==> config.mk <==
export PLATFORM = sky130hd
export DESIGN_NAME = rfs_mac
export DESIGN_NICKNAME = d
export VERILOG_FILES = /design/src/rtl/rfs_mac.sv
export SDC_FILE = /design/constraint.sdc
export NUM_CORES = 2
export LEC_CHECK = 0
export BUFFER_PORTS_ARGS = -buffer_cell sky130_fd_sc_hd__buf_2
export CORE_MARGIN = 2
export CORE_UTILIZATION = 35
export CTS_CLUSTER_SIZE = 30
export DETAILED_ROUTE_END_ITERATION = 16
export SYNTH_ARGS = -nofsm -noshare
export SYNTH_HDL_FRONTEND = slang
export SYNTH_SLANG_ARGS = --single-unit
export TNS_END_PERCENT = 1
==> constraint.sdc <==
create_clock -name clk -period 9.23 [get_ports clk]
set_input_delay 0.4615 -clock clk [delete_from_list [all_inputs] [get_ports clk]]
set_output_delay 0.4615 -clock clk [all_outputs]
set_load 0.005 [all_outputs]
==> src/rtl/rfs_mac.sv <==
`timescale 1ns / 1ps
// ----------------------------------------------------------------------------
// rfs_mac: shared product unit
// Two registered products summed, rounded half up and saturated.
// ----------------------------------------------------------------------------
module rfs_mac #(
  parameter int COEF_BITS = 18
) (
  input  logic                        clk,
  input  logic signed [COEF_BITS-1:0] p,
  input  logic signed [COEF_BITS-1:0] a,
  input  logic signed [COEF_BITS-1:0] q,
  input  logic signed [COEF_BITS-1:0] b,
  output logic signed [COEF_BITS-1:0] r
);
  localparam int FRAC = COEF_BITS - 2;
  localparam int PW   = 2 * COEF_BITS + 1;

  logic signed [PW-1:0] pa, qb, sum, sh;
  logic signed [PW-1:0] hi, lo;

  always_ff @(posedge clk) begin
    pa <= PW'(p) * PW'(a);
    qb <= PW'(q) * PW'(b);
  end

  always_comb begin
    hi  = (PW'(1) <<< (COEF_BITS - 1)) - PW'(1);
    lo  = -hi - PW'(1);
    sum = pa + qb + (PW'(1) <<< (FRAC - 1));
    sh  = sum >>> FRAC;
    if (sh > hi) sh = hi;
    else if (sh < lo) sh = lo;
  end

  assign r = sh[COEF_BITS-1:0];
endmodule

== After elaboration in Yosys (flattened, before gate mapping) ==
Index checks and enable logic that the tools add are counted.
Word-level totals
  bits in registers: 72
  output and inout bits: 18
  logic and storage cells: 10
Cells by class
  mux-type cells: 2
  $lt $le $gt $ge: 2
  $add $sub $neg: 2
  $mul: 2
Operator list (count)
  18-bit by 18-bit multiplier with 36-bit output: 2
  36-bit by 36-bit adder with 37-bit output: 1
  37-bit by 17-bit adder with 37-bit output (second input constant): 1
  18-bit 2-to-1 mux: 2
  21-bit by 18-bit greater-than comparator with 1-bit output (second input constant): 1
  21-bit by 18-bit less-than comparator with 1-bit output (second input constant): 1

== Logic depth before layout (Yosys ltp) ==
  depth in word-level cells: 5
  gate-level depth with buffers: 26
  mapped depth without buffers: 24

== Least setup slack after synthesis ==
Ideal clock, no wire load.
  kind: input to register
  start: in q[17]
  end: reg qb[33]
  arrival time: 6260 ps
  stages: 19
  required time: 9172 ps
  setup slack: 2912 ps
  library setup time: 58 ps
  buffers on the path: 2
  cells stage by stage: clkbuf_1 -> clkbuf_1 -> nand2_1 -> fa_1 -> inv_1 -> fa_1 -> fa_1 -> fa_1 -> fa_1 -> inv_1 -> fa_1 -> inv_1 -> ha_1 -> a211o_1 -> or3_1 -> o21ai_0 -> a21oi_1 -> nor4b_1 -> a211o_1
On the way
  cells in the longest elaborated chain, start to end: 1
Ends and longest elaborated chain
  from (decl): RTL line 12  | input logic signed [COEF_BITS-1:0] q,
  18-bit by 18-bit multiplier with 36-bit output: RTL line 24  | qb <= PW'(q) * PW'(b);
  to (signal assigned): RTL line 24
  to (decl): RTL line 19  | logic signed [PW-1:0] pa, qb, sum, sh;
No other way between the ends.

== Worst setup path in the final report ==
  start: in p[10]
  end: reg pa[30]
On the way
  cells in the longest elaborated chain, start to end: 1
Ends and longest elaborated chain
  from (decl): RTL line 10  | input logic signed [COEF_BITS-1:0] p,
  18-bit by 18-bit multiplier with 36-bit output: RTL line 23  | pa <= PW'(p) * PW'(a);
  to (signal assigned): RTL line 23
  to (decl): RTL line 19
No other way between the ends.

==> impl_summary.log <==
INFO  metric final_net_count = 4039
INFO  metric cp_max_fo = 18
INFO  metric antenna_cells = 0
INFO  metric worst-slew-pin-transition = 1.102 ns
INFO  metric syn-cell-area = 27930 sq um
INFO  metric report.final.hold_viol_count = 0
INFO  metric run_status = finished clean
INFO  metric grt_start_max_net_pins = 20
INFO  metric worst_slew_margin_rel = 0.2647
INFO  metric vias_per_cell = 4.732
INFO  metric cts.reportedPaths.clkPinSlew = 0.05 ns
INFO  metric timing.critical_path.to_type = register
INFO  metric grt_pass1_vias = 21170
INFO  metric final_layout_size_suffix_gt1_frac = 0.04382
INFO  metric slew_violations = 0
INFO  metric time_the_final_worst_path_needs_with_i_o_delays_and_setup = 6.492 ns
INFO  metric floorplan.initialDensity = 0.3535
INFO  metric rsz0062_at_grt = false
INFO  metric floorplan.die_area = 82070 sq um
INFO  metric syn_nets = 4035
INFO  metric avgSynthCellArea = 9.160 sq um
INFO  metric cts.root.buffer_cell = clkbuf_16
INFO  metric endpoint = pa[30]$_DFF_P_
INFO  metric synth_cell_type_count = 72
INFO  metric cts_tree = done
INFO  metric die_height = 286.5 um
INFO  metric maxCapViolations = 0
INFO  metric synthToLayoutAreaGrowth = 6.164%
INFO  metric post-dp-hpwl = 52800 um
INFO  metric worst_hold_path_type = input port to register
INFO  metric worst_setup_path_start_kind = input port
INFO  metric grt.total_usage = 0.1642
INFO  metric floorplan.rows = 103
INFO  metric postRouteWirelength = 63270 um
INFO  metric count_of_mapped_cells_out_of_synthesis = 3049
INFO  metric gr_overflow_total = 0
INFO  metric finalSetupViolations = 0
INFO  metric synth_seq_area_share = 0.05161
INFO  metric detail_route.drc_violations = 0
INFO  metric post_cts_buffers = 0
INFO  metric layout_worst_path_cycle_share = 0.7033
INFO  metric cts_hold_buf = 0
INFO  metric synth_edf_count = 0
INFO  metric ioPinCount = 91
INFO  metric fp.coreArea = 79000 sq um
INFO  metric cts_buffer_depth = 2
INFO  metric number_of_antenna_violations_at_the_first_check_in_global_routing = 1
INFO  metric cts_inserted_buffers = 9
INFO  metric wire_per_inst = 15.40 um
INFO  metric globalplace.congestion = 0.8425
INFO  metric first_iter_violations = 840
INFO  metric antenna_left = 0
INFO  metric h-tree-depth = 3
INFO  metric clock_sink_count = 72
INFO  metric setup_total_negative_slack = 0 ns
INFO  metric criticalPathCategory = input port to register
INFO  metric route.vias.total = 19440
INFO  metric synth_warnings = 0
INFO  metric fmax = 154.0 MHz
INFO  metric grt_first_pass_wirelength = 107300 um
INFO  metric drtPass1Iterations = 5
INFO  metric cp_data_arrival_time = 6.73 ns
INFO  metric synth_ff_type = dfxtp_1
INFO  metric crit_start = p[10]
INFO  metric cts_resized = 0
INFO  metric x_dimension_of_the_die = 286.5 um
INFO  metric yosys_register_bits = 72
INFO  metric numPortBuffers = 90
INFO  metric asyncSetResetFlopFracSynth = 0
INFO  metric critPathRequiredTime = 9.47 ns
## per-layer routing
metal | track usage | wire length [um] | up-vias
met1 | 0.2040 | 26110 | 10050
li1 | - | - | 9036
met5 | 0 | 0 | -
met3 | 0.01717 | 1988 | 70
met2 | 0.3065 | 33790 | 287
met4 | 0.03312 | 1380 | 0
## layout make-up
class | count | area (sq um)
fill | 7995 | 49350
sequential | 72 | 1441
clock buffer | 10 | 229.0
multi-input combinational | 2099 | 23170
timing repair buffer | 91 | 457.9
inverter | 780 | 2928
tap | 1050 | 1314
clock inverter | 6 | 115.1
## synth_stat cells (all sizes together) (10+ instances only)
cell type,count,share of area
xor2,16,0.0050
a21o,37,0.0099
inv,780,0.10
fa,658,0.47
ha,255,0.11
nand2,335,0.045
o21ai,38,0.0068
a31oi,12,0.0027
nand3,15,0.0029
a211oi,11,0.0030
a21oi,64,0.012
o21bai,10,0.0027
nand2b,18,0.0040
and2,320,0.072
clkbuf,89,0.012
and3,13,0.0030
dfxtp,72,0.052
xnor2,64,0.020
nor3,20,0.0036
nor2,86,0.012
o22ai,14,0.0054
o21a,11,0.0030
## registers in the layout, summed over array words and instances, names as in the netlist
signal / flops
pa: 36
qb: 36
## placed cells by master, fill, tap and decap left out, types with 7 or more instances in the layout
| cell type | count |
|---|---|
| and3_1 | 12 |
| or3_1 | 9 |
| nand2_1 | 335 |
| a21o_1 | 37 |
| o22ai_2 | 10 |
| xor2_1 | 16 |
| fa_1 | 658 |
| buf_2 | 90 |
| ha_1 | 255 |
| a21boi_0 | 8 |
| nand3_1 | 14 |
| o21a_1 | 11 |
| inv_1 | 780 |
| dfxtp_1 | 72 |
| nand4_1 | 7 |
| clkbuf_16 | 9 |
| nor3_1 | 20 |
| o21ai_0 | 37 |
| a211oi_1 | 11 |
| a31oi_1 | 12 |
| o21bai_1 | 10 |
| a21oi_1 | 63 |
| xnor2_1 | 64 |
| and2_1 | 320 |
| nor2_1 | 86 |
| nand2b_1 | 18 |
| nor2b_1 | 9 |
## worst max-delay path, cell delays in order
cell      delay (ns)
buf_2           0.36
nand2_1         0.15
fa_1            0.53
fa_1            0.59
fa_1            0.47
fa_1            0.55
inv_1           0.05
fa_1            0.47
inv_1           0.05
fa_1            0.47
inv_1           0.04
ha_1            0.34
nand2_1         0.12
nor3b_1         0.19
a31oi_1         0.20
a221oi_1        0.46
a21oi_1         0.23
o211ai_1        0.38
a31oi_1         0.13
or3_1           0.31
and2_1          0.15
## stage by stage
stage / std cells / utilization / instance area, sq um / hold WS, ns / worst slack [ns]
3_5_place_dp: 4092 / 0.3710 / 29310 / 0.9564 / 2.377
5_1_grt: 4108 / 0.3753 / 29650 / 0.6028 / 2.307
4_1_cts: 4108 / 0.3753 / 29650 / 0.5957 / 2.746
6_report: 4108 / 0.3753 / 29650 / 0.5965 / 2.739
2_1_floorplan: 3049 / - / 27930 / 0.5832 / 2.912
3_3_place_gp: 4092 / 0.3710 / 29310 / 0.9620 / 2.429
## kinds of logic after synthesis
group / count (synthesis) / synth area share
muxes: 4 / 0.001613
and+or+nand+nor: 849 / 0.1524
adders and majority gates: 913 / 0.5859
buffers and inverters: 878 / 0.1189
DFF: 72 / 0.05161
xor gates and xnor gates: 80 / 0.02509
AOI/OAI and AO/OA: 253 / 0.06447
## worst min path at each step
stage                     start            end  slack, ns  cells past startpoint
final                      p[0]  pa[0]$_DFF_P_       0.60                      2
after global routing       b[0]  qb[0]$_DFF_P_       0.60                      2
after CTS                  q[0]  qb[0]$_DFF_P_       0.60                      2
after detailed placement   p[0]  pa[0]$_DFF_P_       0.96                      2
after global placement     p[0]  pa[0]$_DFF_P_       0.96                      2
after floorplan            q[0]  qb[0]$_DFF_P_       0.58                      1
Power is left out: the tool's default activity adds up to more than one toggle a clock period on the data nets, which glitch-free logic cannot reach.
